==> config.mk <==
export PLATFORM = sky130hd
export DESIGN_NAME = sps_front
export DESIGN_NICKNAME = d
export VERILOG_FILES = /design/src/hw/rtl/sps_pkg.sv /design/src/hw/rtl/sps_front.sv
export SDC_FILE = /design/constraint.sdc
export NUM_CORES = 1
export LEC_CHECK = 0
export BUFFER_PORTS_ARGS = -buffer_cell sky130_fd_sc_hd__buf_2
export CAP_MARGIN = 5
export CORE_AREA = 2 2 198 200
export DETAILED_ROUTE_END_ITERATION = 10
export DIE_AREA = 0 0 200 202
export PLACE_DENSITY_LB_ADDON = 0.25
export SYNTH_ARGS = -nofsm -noshare
export SYNTH_HDL_FRONTEND = slang
export SYNTH_SLANG_ARGS = --single-unit
==> constraint.sdc <==
create_clock -name clk_i -period 4.4 [get_ports clk_i]
set_input_delay 0.88 -clock clk_i [delete_from_list [all_inputs] [get_ports clk_i]]
set_output_delay 0.88 -clock clk_i [all_outputs]
set_load 0.01 [all_outputs]
==> src/hw/rtl/sps_pkg.sv <==
// sps_pkg: shared types and codes for the segmented prime sieve
// token struct handed along the cell chain, op and status codes
// no dependencies
package sps_pkg;

  typedef enum logic [1:0] {
    OP_CLEAR = 2'd0,
    OP_LOAD  = 2'd1,
    OP_TEST  = 2'd2,
    OP_NONE  = 2'd3
  } sps_op_e;

  typedef enum logic [1:0] {
    K_CLEAR = 2'd0,
    K_LOAD  = 2'd1,
    K_TEST  = 2'd2,
    K_PASS  = 2'd3
  } sps_kind_e;

  typedef enum logic [1:0] {
    FS_IDLE = 2'd0,
    FS_DIV  = 2'd1,
    FS_INJ  = 2'd2
  } sps_fstate_e;

  localparam logic [1:0] ST_OK   = 2'd0;
  localparam logic [1:0] ST_FULL = 2'd1;
  localparam logic [1:0] ST_SEQ  = 2'd2;
  localparam logic [1:0] ST_BADP = 2'd3;

  localparam logic CFG_WMIN = 1'b0;
  localparam logic CFG_WMAX = 1'b1;

  localparam int unsigned NumW  = 31;
  localparam int unsigned MultW = 32;

  typedef struct packed {
    logic             valid;
    sps_kind_e        kind;
    logic [NumW-1:0]  number;    // candidate, or prime for a load
    logic [MultW-1:0] mult;      // first multiple for a load
    logic [1:0]       status;
    logic             composite;
    logic             taken;     // load already captured by a cell
  } sps_tok_t;

endpackage

==> src/hw/rtl/sps_front.sv <==
// sps_front: window registers, sequence check, cell count and the
// serial divider that finds a new prime's first multiple; feeds the chain
// depends on sps_pkg
module sps_front import sps_pkg::*; #(
  parameter int unsigned NUM_CELLS = 256
) (
  input  logic            clk_i,
  input  logic            rst_ni,
  input  logic            in_valid_i,
  output logic            in_ready_o,
  input  logic [1:0]      in_op_i,
  input  logic [NumW-1:0] in_value_i,
  input  logic            cfg_we_i,
  input  logic            cfg_idx_i,
  input  logic [NumW-1:0] cfg_wdata_i,
  input  logic            adv_i,
  output sps_tok_t        tok_o
);

  localparam int unsigned UsedW = $clog2(NUM_CELLS + 1);

  sps_fstate_e      state_q, state_d;
  sps_tok_t         tok_q, tok_d;
  logic [NumW-1:0]  wmin_q, wmax_q;
  logic [MultW-1:0] exp_q;
  logic [UsedW-1:0] used_q;
  logic [MultW-1:0] dvd_q, dvd_d;
  logic [NumW-1:0]  div_q;
  logic [NumW-1:0]  rem_q, rem_d;
  logic [4:0]       cnt_q;

  sps_op_e          op;
  logic             in_fire;
  logic             load_ok;
  logic             test_ok;
  logic [MultW-1:0] rem_sh;
  logic [NumW-1:0]  gap;
  logic [MultW-1:0] mult;

  assign op      = sps_op_e'(in_op_i);
  assign in_fire = in_valid_i && in_ready_o;
  assign load_ok = (op == OP_LOAD) && (in_value_i >= NumW'(2))
                   && (used_q != UsedW'(NUM_CELLS));
  assign test_ok = ({1'b0, in_value_i} == exp_q) && (in_value_i >= wmin_q)
                   && (in_value_i <= wmax_q);

  // one restoring division step per cycle, quotient bits dropped
  always_comb begin
    rem_sh = {rem_q, dvd_q[MultW-1]};
    dvd_d  = {dvd_q[MultW-2:0], 1'b0};
    if (rem_sh >= {1'b0, div_q}) begin
      rem_d = NumW'(rem_sh - {1'b0, div_q});
    end else begin
      rem_d = NumW'(rem_sh);
    end
  end

  // base minus remainder plus prime, base when it divides evenly
  assign gap  = div_q - rem_q;
  assign mult = (rem_q == '0) ? exp_q : exp_q + {1'b0, gap};

  always_comb begin
    state_d = state_q;
    unique case (state_q)
      FS_IDLE: if (in_fire && load_ok) state_d = FS_DIV;
      FS_DIV:  if (cnt_q == '1) state_d = FS_INJ;
      FS_INJ:  if (adv_i) state_d = FS_IDLE;
      default: state_d = FS_IDLE;
    endcase
  end

  always_comb begin
    in_ready_o = (state_q == FS_IDLE) && adv_i;
    tok_d      = '0;
    if (state_q == FS_INJ) begin
      tok_d.valid  = 1'b1;
      tok_d.kind   = K_LOAD;
      tok_d.number = div_q;
      tok_d.mult   = mult;
      tok_d.status = ST_OK;
    end else if (in_fire && !load_ok) begin
      tok_d.valid  = 1'b1;
      tok_d.number = in_value_i;
      tok_d.status = ST_OK;
      tok_d.kind   = K_PASS;
      unique case (op)
        OP_CLEAR: tok_d.kind = K_CLEAR;
        OP_LOAD: begin
          tok_d.status = (in_value_i < NumW'(2)) ? ST_BADP : ST_FULL;
        end
        OP_TEST: begin
          if (test_ok) begin
            tok_d.kind = K_TEST;
          end else begin
            tok_d.status = ST_SEQ;
          end
        end
        OP_NONE: tok_d.kind = K_PASS;
        default: tok_d.kind = K_PASS;
      endcase
    end
  end

  always_ff @(posedge clk_i or negedge rst_ni) begin
    if (!rst_ni) begin
      state_q <= FS_IDLE;
      tok_q   <= '0;
    end else begin
      state_q <= state_d;
      if (adv_i) tok_q <= tok_d;
    end
  end

  always_ff @(posedge clk_i or negedge rst_ni) begin
    if (!rst_ni) begin
      wmin_q <= NumW'(2);
      wmax_q <= '1;
      exp_q  <= MultW'(2);
      used_q <= '0;
      cnt_q  <= '0;
    end else begin
      if (in_fire) begin
        unique case (op)
          OP_CLEAR: begin
            used_q <= '0;
            exp_q  <= {1'b0, wmin_q};
          end
          OP_LOAD: begin
            if (load_ok) begin
              used_q <= used_q + 1'b1;
              cnt_q  <= '0;
            end
          end
          OP_TEST: if (test_ok) exp_q <= {1'b0, in_value_i} + 1'b1;
          OP_NONE: ;
          default: ;
        endcase
      end
      if (state_q == FS_DIV) cnt_q <= cnt_q + 1'b1;
      if (cfg_we_i) begin
        unique case (cfg_idx_i)
          CFG_WMIN: begin
            wmin_q <= cfg_wdata_i;
            exp_q  <= {1'b0, cfg_wdata_i};
          end
          CFG_WMAX: wmax_q <= cfg_wdata_i;
        endcase
      end
    end
  end

  always_ff @(posedge clk_i) begin
    if (in_fire && load_ok) begin
      dvd_q <= exp_q;
      div_q <= in_value_i;
      rem_q <= '0;
    end else if (state_q == FS_DIV) begin
      dvd_q <= dvd_d;
      rem_q <= rem_d;
    end
  end

  assign tok_o = tok_q;

endmodule

* Word level (Yosys, flattened, before mapping) *
Index checks and enable logic that the tools add are counted.
Widths: inputs -> output; s select.

operators by class
  bitwise logic cells = 1
  reduce and logical (&&, ||, !) cells = 22
  mux-type cells = 29
  order comparisons = 5
  eq/ne operators = 11
  add/sub/neg operators = 6

operators by type and width
  operator               number
  $mux 32                8
  $mux 34                2
  $pmux 32 s2            1
  $sub 31x31->31         2
  $add 31x1->32 const B  1
  $add 32x31->32         1
  $eq 31x32->1           1
  $ge 32x31->1           1
  $ge 31x2->1 const B    1
  $ge 31x31->1           1
  $le 31x31->1           1
  $logic_not 31->1       1
  $lt 31x2->1 const B    1
  $mux 31                1
  $mux 5                 4
  $pmux 9 s2             1
  $mux 2                 7
  $reduce_bool 2->1      5
  $add 9x1->9 const B    1
  $mux 9                 1
  $ne 9x9->1 const B     1
  $reduce_and 3->1       3
  $logic_and 1x1->1      8
  $ne 2x2->1 const B     4
  11 further kinds       16

storage, ports and cells
  logic and storage cells = 88
  bits in registers = 272
  output and inout port bits = 71

* Longest topological paths before layout *
  depth in word-level cells = 8
  gate-level depth with buffers = 24
  gate-level depth less buffers = 24

* Worst setup path before layout *
Ideal clock, no wire load.

  kind = register -> register
  from = reg div_q[1]
  to = reg tok_q (netlist bit tok_o[32])
  stages on the path, launching flop included = 19
  path buffers = 0
  slack = 71 ps
  arrival time = 4202 ps
  library setup time = 126 ps
  required time = 4274 ps
  period minus slack after synthesis = 4329 ps
  cells stage by stage = edfxtp_1 -> ha_1 -> nor2b_1 -> o31a_1 -> o21ai_0 -> nand2b_1 -> a21oi_1 -> o21bai_1 -> xor2_1 -> ha_1 -> or4_1 -> o21ai_1 -> a21oi_2 -> a221o_2 -> a2111oi_4 -> o31ai_2 -> a311oi_2 -> o31ai_1 -> a221o_1

between the ends
  cells in the longest elaborated chain, start to end = 4

ends and longest elaborated chain
  item                    line              source
  start, declared         sps_front.sv:28   logic [NumW-1:0] div_q;
  start signal, assigned  sps_front.sv:155  div_q <= in_value_i;
  $sub 31x31->31          sps_front.sv:59   assign gap = div_q - rem_q;
  $add 32x31->32          sps_front.sv:60   assign mult = (rem_q == '0) ? exp_q : exp_q + {1'b0, gap};
  $mux 32                 sps_front.sv:60
  $mux 32                 sps_front.sv:75   if (state_q == FS_INJ) begin
  end signal, assigned    sps_front.sv:110  if (adv_i) tok_q <= tok_d;
  end, declared           sps_front.sv:23   sps_tok_t tok_q, tok_d;

Every way passes these cells.
A chain may end at the register's enable or synchronous reset.

* Final worst setup path *
Same ends and word-level chain as after synthesis.

==> metrics.yaml <==
dpl.cell_count: 2829
p_per_area_mw_per_mm2: 676
drc: 0
synthArstFlopShare_pct: 65.4
maxSlewHeadroom_pct: 15.3
hold_class: "input port to async pin"
fill_cells: 3420
num_io_pins: 141
routedWlPerCell_um: 21.1
syn-cell-area_mm2: 0.0190
crit_chain: "ha_1 -> nor2b_4 -> o31a_1 -> o21ai_1 -> nand2b_1 -> a21oi_2 -> o21bai_1 -> xor2_1 -> ha_2 -> buf_4 -> nor4_4 -> a21oi_2 -> a221o_2 -> a2111oi_4 -> o31ai_2 -> a311oi_2 -> o31ai_1 -> a221o_1"
area_growth_pct: 16.6
most-common-layout-cells: "295 x nand2_1, 181 x inv_1, 161 x ha_1, 154 x a21oi_1, 145 x dfrtp_1"
ir_drop_v: 0.000375
clk_pin_slew_worst_paths_ns: 0.06
critPathBufInv: 1
mostFrequentLayoutCell: "nand2_1"
ys_ff_latch: 272
rsz0062_at_grt: "true"
slew_viol_final: 0
register_area_mm2: 0.00701
syn_inst: 2178
ctsRootBufferMaster: "clkbuf_16"
diodes: 0
firstDrtPassIters: 6
ctsHtreeMaxLevel: 2
worstSetupStartpoint: "div_q[1]"
path_delay_family: "compound AO/OA/AOI/OAI gates"
final_nets: 2598
fin_crit_sh_pct: 101
tightest_slew_ns: 1.27
synth_edf_count: 63
ant_nets: 0
die_area_mm2: 0.0404
grt_overflow: 0
grt_max_degree: 106
die_x_um: 200
final.min_clock_period_ns: 4.44
core_area_mm2: 0.0383
placementRows: 72
power_mw: 15.0
cts-buffers-inserted: 34
ys_types: 83
insertion_delay_ns: 0.54
fp.dieH_um: 202
dp_hpwl_um: 45000
synth-main-ff-cell: "dfrtp_1"
clock-sinks: 272
layoutNonFillerInstCount: 2903
multi_input_area_mm2: 0.0112
grt_pass1_wl_um: 95100
yosysWarnings: 0
antenna_found_initial: 1
hold_viol: 0
crit_required_ns: 4.83
fin_ws_ns: -0.0445
avgSynthCellArea_um2: 8.72
portBuffers: 138
worstPathMaxFanout: 4
finClkSkew_ns: 0.0142
via_count: 17664
r2r-start: "div_q[1]"
clockBufferDepth: 3
track_usage_pct: 30.3
tritoncts: "built"
drtIter0Drc: 1768
max_freq_mhz: 225
start_util_pct: 49.6
drive_gt1_share_pct: 17.8
critPathLaunchType: "flip-flop"
totalWireLength_um: 61300
ys_seq_area_share_pct: 36.9
tns_ns: -0.125
critPathMaxStageDelay_ns: 0.44
crit_top_cell: "a21oi_2"
status: "complete, but fails checks"
viasPerCell: 6.08
worstSetupEndpointType: "flip-flop"
cp_slowest_cell: "a2111oi_4"
utilization_pct: 57.9
crit_type: "flip-flop to flip-flop"
arrival_ns: 4.87
max-cap-violations: 0
gp_congestion: 0.987
p_leak_nw: 10.3
grt_pass1_vias: 17310
finalSetupViolCount: 5
violations: "setup timing"
[power by group]
group / leakage (nW) / switching, mW / internal, mW
clock: 0.536 / 1.13 / 1.64
sequential: 3.11 / 0.431 / 3.23
combinational: 6.70 / 4.90 / 3.65
[worst register-to-register path: stages (launching register included)]
cell       delay, ns
edfxtp_1        0.40
ha_1            0.30
nor2b_4         0.14
o31a_1          0.29
o21ai_1         0.14
nand2b_1        0.11
a21oi_2         0.17
o21bai_1        0.12
xor2_1          0.18
ha_2            0.20
buf_4           0.15
nor4_4          0.29
a21oi_2         0.11
a221o_2         0.40
a2111oi_4       0.44
o31ai_2         0.14
a311oi_2        0.36
o31ai_1         0.10
a221o_1         0.32
[layout make-up]
cell class                 instances  area share (%)
clock buffer                      56            4.77
clock inverter                     5           0.136
inverter                         185            3.15
multi-input combinational       1620            50.4
sequential                       272            31.6
tap                              518            2.93
timing repair buffer             247            6.98
[logic make-up (layout without fill, tap and decap cells)]
family	after synthesis	count (layout)	synth area share, %
AOI/OAI and AO/OA	648	648	22.3
and+or+nand+nor	616	616	14.8
buffers and inverters	287	493	5.71
DFF	272	272	36.9
adders and majority gates	168	168	11.2
xor gates and xnor gates	141	141	6.50
muxes	45	45	2.63
other	1	2	0.0197
[state kept, by name, summed over array words and instances, names as in the netlist]
name	flops
cnt_q	5
tok_o	68
wmax_q	31
wmin_q	31
state_q	2
div_q	31
exp_q	32
used_q	9
dvd_q	32
rem_q	31
[layer usage]
metal / share of wire, % / GRT usage, %
met5: 0 / 0
met4: 4.1 / 13.1
met3: 7.2 / 4.10
met2: 46 / 48.4
met1: 43 / 41.2
[per-stage QoR]
stage | setup slack [ns] | instance area (um^2) | hold WS [ns]
3_3_place_gp | -0.0363 | 20700 | 0.469
6_report | -0.0445 | 22200 | 0.435
2_1_floorplan | 0.0715 | 19000 | 0.465
3_5_place_dp | -0.147 | 20700 | 0.477
4_1_cts | 0.00691 | 21900 | 0.491
5_1_grt | -0.210 | 22200 | 0.501
[synth_stat cells, drive strengths merged (13+ instances only)]
cell,n,area (um^2)
a31oi,25,171
a21oi,163,820
nand2b,13,81.3
a21o,62,467
ha,165,2060
and3,21,131
o21a,13,97.6
nand3,49,245
nor3,25,130
o221ai,28,245
nor4,26,163
inv,185,694
o22ai,32,200
o21ai,166,835
nor2,100,378
xor2,58,508
xnor2,83,727
a22o,19,166
nor2b,18,113
dfrtp,145,3630
nand4,37,231
clkbuf,84,315
dfxtp,31,621
mux2,40,450
o211ai,14,105
dfstp,33,867
edfxtp,63,1890
nand2,296,1110
a221o,13,131
buf,18,75.1
[worst paths after layout]
check	end	slack [ns]	cells after the start
worst max-delay path	tok_o[32]	-0.04	18
min in group clk_i	tok_o[69]	0.49	2
max in group asynchronous	tok_o[38]	2.96	2
worst min register to register	tok_o[69]	0.49	2
worst min-delay path	wmin_q[27]	0.43	1
worst max register to register	tok_o[32]	-0.04	18
[repair_timing]
action / 4_1_cts / 5_1_grt
setup buffers: 2 / 13
pin swaps: 12 / 45
resized for setup: 10 / 47
setup endpoints to repair: 8 / 11
hold buffers: 0 / 0
cloned: 0 / 0
Note: power is estimated with default switching activity, not from simulation.
