<file path="config.mk">
export PLATFORM = sky130hd
export DESIGN_NAME = sps_cell
export DESIGN_NICKNAME = d
export VERILOG_FILES = /design/src/hw/rtl/sps_pkg.sv /design/src/hw/rtl/sps_cell.sv
export SDC_FILE = /design/constraint.sdc
export NUM_CORES = 1
export LEC_CHECK = 0
export CAP_MARGIN = 20
export CORE_MARGIN = 10
export CORE_UTILIZATION = 27
export DETAILED_ROUTE_END_ITERATION = 10
export DONT_BUFFER_PORTS = 1
export SLEW_MARGIN = 20
export SYNTH_ARGS = -nofsm -noshare
export SYNTH_HDL_FRONTEND = slang
export SYNTH_SLANG_ARGS = --single-unit
export TNS_END_PERCENT = 20
</file>
<file path="constraint.sdc">
create_clock -name clk_i -period 3.97 [get_ports clk_i]
set_input_delay 0.1985 -clock clk_i [delete_from_list [all_inputs] [get_ports clk_i]]
set_output_delay 0.1985 -clock clk_i [all_outputs]
set_load 0.1 [all_outputs]
</file>
<file path="src/hw/rtl/sps_pkg.sv">
// sps_pkg: shared types and codes for the segmented prime sieve
// token struct handed along the cell chain, op and status codes
// no dependencies
package sps_pkg;

  typedef enum logic [1:0] {
    OP_CLEAR = 2'd0,
    OP_LOAD  = 2'd1,
    OP_TEST  = 2'd2,
    OP_NONE  = 2'd3
  } sps_op_e;

  typedef enum logic [1:0] {
    K_CLEAR = 2'd0,
    K_LOAD  = 2'd1,
    K_TEST  = 2'd2,
    K_PASS  = 2'd3
  } sps_kind_e;

  typedef enum logic [1:0] {
    FS_IDLE = 2'd0,
    FS_DIV  = 2'd1,
    FS_INJ  = 2'd2
  } sps_fstate_e;

  localparam logic [1:0] ST_OK   = 2'd0;
  localparam logic [1:0] ST_FULL = 2'd1;
  localparam logic [1:0] ST_SEQ  = 2'd2;
  localparam logic [1:0] ST_BADP = 2'd3;

  localparam logic CFG_WMIN = 1'b0;
  localparam logic CFG_WMAX = 1'b1;

  localparam int unsigned NumW  = 31;
  localparam int unsigned MultW = 32;

  typedef struct packed {
    logic             valid;
    sps_kind_e        kind;
    logic [NumW-1:0]  number;    // candidate, or prime for a load
    logic [MultW-1:0] mult;      // first multiple for a load
    logic [1:0]       status;
    logic             composite;
    logic             taken;     // load already captured by a cell
  } sps_tok_t;

endpackage

</file>
<file path="src/hw/rtl/sps_cell.sv">
// sps_cell: one sieve cell holding a base prime and its next multiple
// takes the token from its left neighbour and registers it for the right
// depends on sps_pkg
module sps_cell import sps_pkg::*; (
  input  logic     clk_i,
  input  logic     rst_ni,
  input  logic     adv_i,
  input  sps_tok_t tok_i,
  output sps_tok_t tok_o
);

  logic             used_q;
  logic [NumW-1:0]  prime_q;
  logic [MultW-1:0] next_q;
  sps_tok_t         tok_q, tok_d;
  logic             hit;
  logic             grab;

  assign hit  = used_q && (next_q == {1'b0, tok_i.number});
  assign grab = !used_q && !tok_i.taken;

  always_comb begin
    tok_d = tok_i;
    if (tok_i.valid) begin
      case (tok_i.kind)
        K_LOAD:  if (grab) tok_d.taken = 1'b1;
        K_TEST:  if (hit && (prime_q != tok_i.number)) tok_d.composite = 1'b1;
        default: ;
      endcase
    end
  end

  always_ff @(posedge clk_i or negedge rst_ni) begin
    if (!rst_ni) begin
      used_q <= 1'b0;
      tok_q  <= '0;
    end else if (adv_i) begin
      tok_q <= tok_d;
      if (tok_i.valid && (tok_i.kind == K_CLEAR)) used_q <= 1'b0;
      if (tok_i.valid && (tok_i.kind == K_LOAD) && grab) used_q <= 1'b1;
    end
  end

  always_ff @(posedge clk_i) begin
    if (adv_i && tok_i.valid) begin
      if ((tok_i.kind == K_LOAD) && grab) begin
        prime_q <= tok_i.number;
        next_q  <= tok_i.mult;
      end else if ((tok_i.kind == K_TEST) && hit) begin
        next_q <= next_q + {1'b0, prime_q};
      end
    end
  end

  assign tok_o = tok_q;

endmodule

</file>
* After elaboration in Yosys (flattened, before gate mapping)
Index checks and enable logic that the tools add are counted.
** Storage, ports and cells
- Register bits :: 134
- Bits of input ports :: 73
- Output and inout bits :: 70
- Logic and storage cells :: 41
** Operators by class
- Add/subtract/negate cells :: 1
- Eq/ne operators :: 4
- Mux-type cells :: 9
- Reduce and logical (&&, ||, !) cells :: 17
** Operator list (number)
- $mux 32 :: 2
- $add 32x31->32 :: 1
- $eq 32x31->1 :: 1
- $ne 31x31->1 :: 1
- $logic_and 1x1->1 :: 9
- $mux 1 :: 6
- $reduce_and 2->1 :: 3
- $reduce_bool 2->1 :: 2
- $eq 2x1->1 const B :: 1
- $eq 2x2->1 const B :: 1
- $logic_not 1->1 :: 2
- $logic_not 2->1 :: 1
- $mux 2 :: 1

* Depth between registers and ports, before layout
Gate-level depths: netlist (run 1).
- Depth in word-level cells :: 6
- Mapped depth :: 10
- Depth with buffers taken out :: 10

* Least setup slack after synthesis (run 1)
Ideal clock, no wire load.
- Path kind :: register to register
- From :: reg used_q
- To :: reg next_q[0] (enable)
- Setup time :: 432 ps
- Arrival time :: 2775 ps
- Slack :: 763 ps
- Cell stages (with the launch flop) :: 7
- Path buffers :: 2
- Clock period less this slack :: 3207 ps
- Path through :: dfrtp_1 -> nor2_1 -> nand2_1 -> or2_2 -> clkbuf_1 -> clkbuf_1 -> a21oi_1
** On the way
- Longest elaborated chain between the ends :: 5
** RTL lines
- start: declaration :: line sps_cell.sv:12 : logic used_q;
- start signal: assignment :: line sps_cell.sv:35 : used_q <= 1'b0;
- start signal: assignment :: line sps_cell.sv:39 : if (tok_i.valid && (tok_i.kind == K_CLEAR)) used_q <= 1'b0;
- start signal: assignment :: line sps_cell.sv:40 : if (tok_i.valid && (tok_i.kind == K_LOAD) && grab) used_q <= 1'b1;
- $logic_not 1->1 :: line sps_cell.sv:20 : assign grab = !used_q && !tok_i.taken;
- $logic_and 1x1->1 :: line sps_cell.sv:20
- $logic_and 1x1->1 :: line sps_cell.sv:46 : if ((tok_i.kind == K_LOAD) && grab) begin
- $reduce_bool 2->1 (no source line) (*)
- $reduce_and 2->1 (no source line) (*)
- end signal: assignment :: line sps_cell.sv:48 : next_q <= tok_i.mult;
- end signal: assignment :: line sps_cell.sv:50 : next_q <= next_q + {1'b0, prime_q};
- end: declaration :: line sps_cell.sv:14 : logic [MultW-1:0] next_q;
Every way passes the cells marked *; elsewhere a longest branch is shown, timed or not.
A chain may end at the register's enable or synchronous reset.

* Worst setup path in the final report (run 1)
- From :: reg prime_q[0]
- To :: reg next_q[22] (data pin)
** On the way
- Longest elaborated chain between the ends :: 3
** RTL lines
- start: declaration :: line sps_cell.sv:13 : logic [NumW-1:0] prime_q;
- start signal: assignment :: line sps_cell.sv:47 : prime_q <= tok_i.number;
- $add 32x31->32 :: line sps_cell.sv:50
- $mux 32 :: line sps_cell.sv:49 : end else if ((tok_i.kind == K_TEST) && hit) begin
- $mux 32 :: line sps_cell.sv:46
Every way passes these cells. The select of a mux whose other input is x is not followed.

==> flow_summary.json, run 1 <==
{
  "worst_clock_skew_ns": 0.0104,
  "critical_path_peak_fanout": 3,
  "dpl_worst_slack_ns": 1.12,
  "switching_share": 0.347,
  "setup.worst_path.class": "register to register",
  "tns_ns": 0,
  "pin_count_of_the_biggest_net_entering_global_routing": 72,
  "synth_nets": 731,
  "cts_max_path_buffers": 2,
  "synthToLayoutAreaGrowth_pct": 24.2,
  "floorplan.die_area_mm2": 0.0339,
  "synthArstFlopShare": 0.530,
  "start_util": 0.272,
  "critical_path.endpoint_type": "register",
  "wl_per_cell_um": 21.6,
  "detailed_place.area_mm2": 0.00765,
  "post_cts_hold_buffer_count": 73,
  "minimum_period_implied_by_the_final_worst_setup_slack_ns": 2.85,
  "drt-total-wl_mm": 22.7,
  "global_route_wire_length_before_repair_mm": 33.8,
  "leakagePower_nw": 3.40,
  "synth_sequential_area_ratio": 0.504,
  "detailroute.via_count": 5221,
  "internal_power_mw": 2.68,
  "multi_input_area_mm2": 0.00348,
  "cp.required_ns": 4.11,
  "start_kind": "register",
  "synth_top_cell_area_share": 0.260,
  "wl_met3_mm": 1.66,
  "finalMaxSlewViolations": 0,
  "drtAntennaViolNets": 0,
  "grt-ovfl-total": 0,
  "clkLatencyLatePin_ns": 0.42,
  "yosys_most_used_dff": "dfrtp_1",
  "finalSetupViolCount": 0,
  "max_cap_violations": 0,
  "post_cts_resized": 0,
  "core_area_mm2": 0.0267,
  "final-hold-violation-count": 0,
  "grt_usage": 0.134,
  "worstMarginPinSlew_ns": 0.935,
  "die_width_um": 184,
  "finish.utilization": 0.338,
  "pin_count": 143,
  "route.top_layer_used": "met4",
  "post-cts-setup-buffers": 0,
  "min_delay_path_depth": 2,
  "clock_tree_from_tritoncts": "built",
  "route.layer.met1.wl_mm": 10.1,
  "place.gp.congestion": 0.869,
  "power_frac_comb": 0.080,
  "p_clk_frac": 0.402,
  "post-synth-top-area-cell": "edfxtp_1",
  "dr.pass1.iters": 5,
  "post_synth.cell_area_avg_um2": 11.6,
  "r2r_cells": 10,
  "worstHoldPathType": "primary input to register",
  "power_density_mw_per_mm2": 454,
  "slew_headroom": 0.377,
  "detailedRoute.firstIterationViolations": 413,
  "p_seq_frac": 0.518,
  "antenna-diode-count": 0,
  "run_status": "finished, final reports clean",
  "cts_inserted_buffers": 17,
  "viasPerCell": 4.97,
  "postSynthCellCount": 626,
  "h_tree_levels": 4,
  "final_min_period_over_clock_period": 0.718,
  "fmax_mhz": 351,
  "remaining_drc_errors": 0,
  "critPathArrivalTime_ns": 2.99,
  "finalWorstSetupSlack_ns": 1.12,
  "synthesis.yosys.warnings": 0,
  "rsz0062_at_grt": "false",
  "cts_root_buffer": "clkbuf_16",
  "grt_antenna_before_repair": 0,
  "regArea_mm2": 0.00367,
  "synth_enable_flop_cells": 63,
  "layout.cell_area.non_filler_mm2": 0.00903,
  "number_of_global_route_vias_before_repair": 5338,
  "power_switching_mw": 1.42,
  "clock_sinks": 134,
  "ys_ff_latch": 134,
  "place.detailed.hpwl_mm": 16.1,
  "vdd_ir_drop_max_mv": 0.230,
  "ys_top_cells_by_area": "edfxtp_1 (26%), dfrtp_1 (24%), mux2_2 (11%), xnor2_1 (5.4%), xor2_1 (5.4%)",
  "io_buffer_count": 0,
  "row_count": 60,
  "clk_pin_slew_worst_paths_ns": 0.06,
  "design.final.nets": 802,
  "layout-drive-gt1-share": 0.173,
  "fillCellCount": 2662,
  "synth.lib_cells_used.distinct": 50,
  "wl_met2_mm": 10.5,
  "synthesis.area_mm2": 0.00727,
  "die_y_um": 184
}
==> placed cells by master (no fill, tap or decap), types with 28 or more instances in the layout <==
cell type,instances
edfxtp_1,63
dlygate4sd3_1,71
dfrtp_1,71
xnor2_1,45
nand2_1,42
a21oi_1,50
nor2_1,32
o21ai_0,28
ha_1,31
xor2_1,45
mux2_2,68
==> final timing paths <==
kind / slack, ns / start / endpoint
worst max-delay path: 1.12 / prime_q[0] / next_q[22]
worst min-delay path: 0.02 / tok_i[33] / next_q[29]
worst max register to register: 1.12 / prime_q[0] / next_q[22]
worst min register to register: 0.55 / used_q / used_q
max in group asynchronous: 3.33 / rst_ni / tok_o[15]
min in group asynchronous: 0.34 / rst_ni / tok_o[35]
==> logic make-up (layout without fill, tap and decap cells) <==
| family | count (synthesis) | after routing | synth area share |
|---|---|---|---|
| compound gates | 138 | 138 | 0.122 |
| simple gates | 130 | 130 | 0.0862 |
| xor+xnor | 90 | 90 | 0.108 |
| mux | 68 | 68 | 0.105 |
| flops | 134 | 134 | 0.504 |
| fa+ha+maj | 32 | 32 | 0.0561 |
| buf+inv | 34 | 118 | 0.0181 |
==> synthesized netlist by cell type, drive strengths merged, types with 2 or more instances <==
| cell | n |
|---|---|
| a221oi | 2 |
| nor4 | 9 |
| o21a | 2 |
| clkbuf | 21 |
| nor3 | 3 |
| and3 | 5 |
| a31oi | 10 |
| o211ai | 6 |
| ha | 31 |
| a211oi | 4 |
| nor2 | 34 |
| mux2 | 68 |
| nand2b | 3 |
| edfxtp | 63 |
| nand3 | 6 |
| inv | 9 |
| buf | 4 |
| xnor2 | 45 |
| o21bai | 3 |
| o21ai | 34 |
| nand2 | 42 |
| a21o | 13 |
| nand3b | 2 |
| or2 | 3 |
| nand4b | 2 |
| o31ai | 5 |
| xor2 | 45 |
| a21oi | 51 |
| dfrtp | 71 |
| nand4 | 16 |
| and4 | 3 |
| a311oi | 2 |
==> power groups by stage <==
stage | logic (mW) | registers [mW] | clock network (mW)
global placement | 0.220 | 2.15 | 0
global route | 0.363 | 2.14 | 1.75
CTS | 0.335 | 2.13 | 1.70
floorplan | 0.188 | 2.13 | 0
finish | 0.329 | 2.12 | 1.65
detailed placement | 0.223 | 2.16 | 0
==> state kept, by name, summed over array words and instances, names as in the netlist <==
name	count
next_q	32
prime_q	31
tok_o	70
used_q	1
==> worst max-delay path, stage by stage (launching register included) <==
cell and delay [ns]:
edfxtp_1 0.41, ha_1 0.26, fa_1 0.42, a21oi_1 0.27
o211ai_2 0.17, nand4_1 0.13, a311oi_1 0.12, or2_2 0.33
a21oi_1 0.20, xor2_1 0.17, a21oi_1 0.08
==> stage by stage <==
stage | power (mW) | hold WS, ns | std cells
3_5_place_dp | 2.38 | -0.0939 | 946
4_1_cts | 4.16 | 0.000750 | 1051
6_report | 4.10 | 0.0160 | 1051
2_1_floorplan | 2.32 | -0.0971 | 626
5_1_grt | 4.25 | 0.00147 | 1051
3_3_place_gp | 2.37 | -0.0940 | 946
==> cell type report <==
type                    count  share of cell area
repair buffers             77              0.0895
clock inverters            11              0.0121
well taps                 341              0.0472
multi-input cells         458               0.386
inverters                   9             0.00374
clock buffers              21              0.0557
flip-flops and latches    134               0.406
==> per-layer routing <==
metal,vias to the layer above,GRT usage
met4,0,0.0462
li1,2461,-
met1,2569,0.174
met3,15,0.0384
met5,-,0
met2,176,0.210
Power figures use the tool's default switching activity.
==> run 2, diff against run 1 <==
clock period = 2.5 ns   (was 3.97 ns; I/O delays follow)
==> run 2 against run 1 <==
  * The flow now finishes with violations (negative setup slack)
  * Power increased by 57%
  * Count of clock-buffer cells in the layout decreased by 2
  * Worst setup slack lost 1.2 ns
  * Non-clock buffer count is 92 higher
  * Final area up 11%
  * Clock power grew 49%
  * Clock skew up 0.0038 ns
  * Global-route usage rose by 0.64 points
  * Register-to-register slack worse by 1.2 ns
  * Sequential power rose by 57%
  * Wire length grew 5.6%
  * Critical endpoint unchanged
  * Highest routed layer unchanged
==> flow_summary.json, run 2 (synthesis results as in run 1) <==
{
  "row_count": 60,
  "crit-reg2reg-capture": "next_q[22]",
  "drt-total-wl_mm": 23.9,
  "synthToLayoutAreaGrowth_pct": 37.9,
  "cp.required_ns": 2.68,
  "number_of_global_route_vias_before_repair": 5770,
  "slack_of_the_worst_reg_to_reg_path_ns": -0.08,
  "rsz0062_at_grt": "true",
  "final_min_period_over_clock_period": 1.03,
  "antenna-diode-count": 0,
  "start_kind": "register",
  "finalSetupViolCount": 7,
  "die_width_um": 184,
  "dr.pass1.iters": 5,
  "layout.cells.most_common_list": "buf_4 (91), dlygate4sd3_1 (73), dfrtp_1 (71)",
  "clkLatencyLatePin_ns": 0.43,
  "power.total_mw": 6.42,
  "clk_pin_slew_worst_paths_ns": 0.06,
  "cts_root_buffer": "clkbuf_16",
  "viasPerCell": 4.88,
  "finalMaxSlewViolations": 0,
  "core_area_mm2": 0.0267,
  "remaining_drc_errors": 0,
  "detailedRoute.firstIterationViolations": 376,
  "die_y_um": 184,
  "start_util": 0.272,
  "design.final.nets": 894,
  "worst_clock_skew_ns": 0.0143,
  "max_cap_violations": 0,
  "timing.rr.start": "prime_q[0]",
  "fmax_mhz": 387,
  "clock_tree_from_tritoncts": "built",
  "grt_antenna_before_repair": 0,
  "slew_headroom": 0.384,
  "run_status": "finished, violations left",
  "layout-drive-gt1-share": 0.323,
  "place.gp.congestion": 0.900,
  "critical_path_peak_fanout": 3,
  "final-hold-violation-count": 0,
  "io_buffer_count": 0,
  "worstHoldPathType": "primary input to register",
  "clock_sinks": 134,
  "vdd_ir_drop_max_mv": 0.374,
  "finalWorstSetupSlack_ns": -0.0810,
  "grt-ovfl-total": 0,
  "finish.utilization": 0.375,
  "r2r_cells": 11,
  "holdCritStartpoint": "adv_i",
  "wl_per_cell_um": 20.9,
  "grt_usage": 0.141,
  "floorplan.die_area_mm2": 0.0339,
  "leading_cell_type_in_the_layout_fill_and_taps_excluded": "buf_4",
  "cts_max_path_buffers": 2,
  "worst_hold_path.endpoint": "used_q",
  "h_tree_levels": 4,
  "violations": "negative setup slack",
  "min_delay_path_depth": 2,
  "largest_register_ffs": 70,
  "global_route_wire_length_before_repair_mm": 35.7,
  "tns_ns": -0.241,
  "worstMarginPinSlew_ns": 0.924,
  "minimum_period_implied_by_the_final_worst_setup_slack_ns": 2.58,
  "leakagePower_nw": 3.88,
  "critical_path.endpoint_type": "register",
  "cts_inserted_buffers": 17,
  "critPathArrivalTime_ns": 2.76,
  "detailroute.via_count": 5575,
  "setup.worst_path.class": "register to register",
  "pin_count": 143,
  "drtAntennaViolNets": 0,
  "power_density_mw_per_mm2": 640,
  "pin_count_of_the_biggest_net_entering_global_routing": 72,
  "place.detailed.hpwl_mm": 16.7,
  "hold-worst-slack_ns": 0.0979
}
-- run 2: cell count changes in the layout (fill, tap and decap cells not counted), moves of 6 or more --
cell / before / now
a21oi_1: 50 / 38
a21oi_2: 1 / 11
ha_4: 0 / 6
buf_4: 3 / 91
ha_1: 31 / 19
ha_2: 0 / 6
-- run 2: how the worst max path moves through the flow --
stage                 endpoint  depth (start not counted)       start  slack [ns]
global route        next_q[22]                         11  prime_q[0]       -0.19
CTS                 next_q[17]                         11  prime_q[0]       -0.05
finish              next_q[22]                         11  prime_q[0]       -0.08
global placement    next_q[22]                         10  prime_q[0]       -0.16
floorplan           next_q[10]                         10  prime_q[0]       -0.05
detailed placement  next_q[22]                         10  prime_q[0]       -0.26
-- run 2: layout make-up --
type / instances / area (um2)
clock buffers: 19 / 475
well taps: 341 / 427
clock inverters: 13 / 91.3
repair buffers: 169 / 1520
flip-flops and latches: 134 / 3670
fillers: 2602 / 16700
multi-input cells: 458 / 3810
inverters: 9 / 33.8
-- run 2: per-layer routing --
| metal | global-route usage | up-vias | wire length [um] |
|---|---|---|---|
| met5 | 0 | - | 0 |
| met4 | 0.0452 | 0 | 305 |
| met3 | 0.0370 | 15 | 1620 |
| met2 | 0.223 | 177 | 11200 |
| met1 | 0.183 | 2747 | 10800 |
| li1 | - | 2636 | - |
-- run 2: worst max-delay path, stage by stage (launching register included) --
cell,delay [ns]
edfxtp_1,0.40
ha_2,0.22
fa_2,0.37
a21oi_4,0.18
o211ai_4,0.11
nand4_1,0.12
a311oi_2,0.14
buf_4,0.17
or2_4,0.23
a21oi_2,0.15
xor2_1,0.16
a21oi_1,0.08
-- run 2: per-stage QoR --
step,setup WS (ns),instance area (um2),std cells
3_3_place_gp,-0.157,8270,1025
5_1_grt,-0.193,10000,1143
2_1_floorplan,-0.0510,7290,626
3_5_place_dp,-0.255,8270,1025
6_report,-0.0810,10000,1143
4_1_cts,-0.0467,9730,1136
-- run 2: report_power, final --
part | total (mW) | switching, mW | internal (mW)
clock | 2.46 | 1.07 | 1.39
sequential | 3.32 | 0.898 | 2.42
combinational | 0.644 | 0.323 | 0.321
-- run 2: repair_timing --
action	4_1_cts	5_1_grt
resized for setup	17	47
pin swaps	13	24
hold endpoints to repair	205	0
endpoints found under the setup margin	18	49
buffers inserted	4	7
hold buffers	75	0
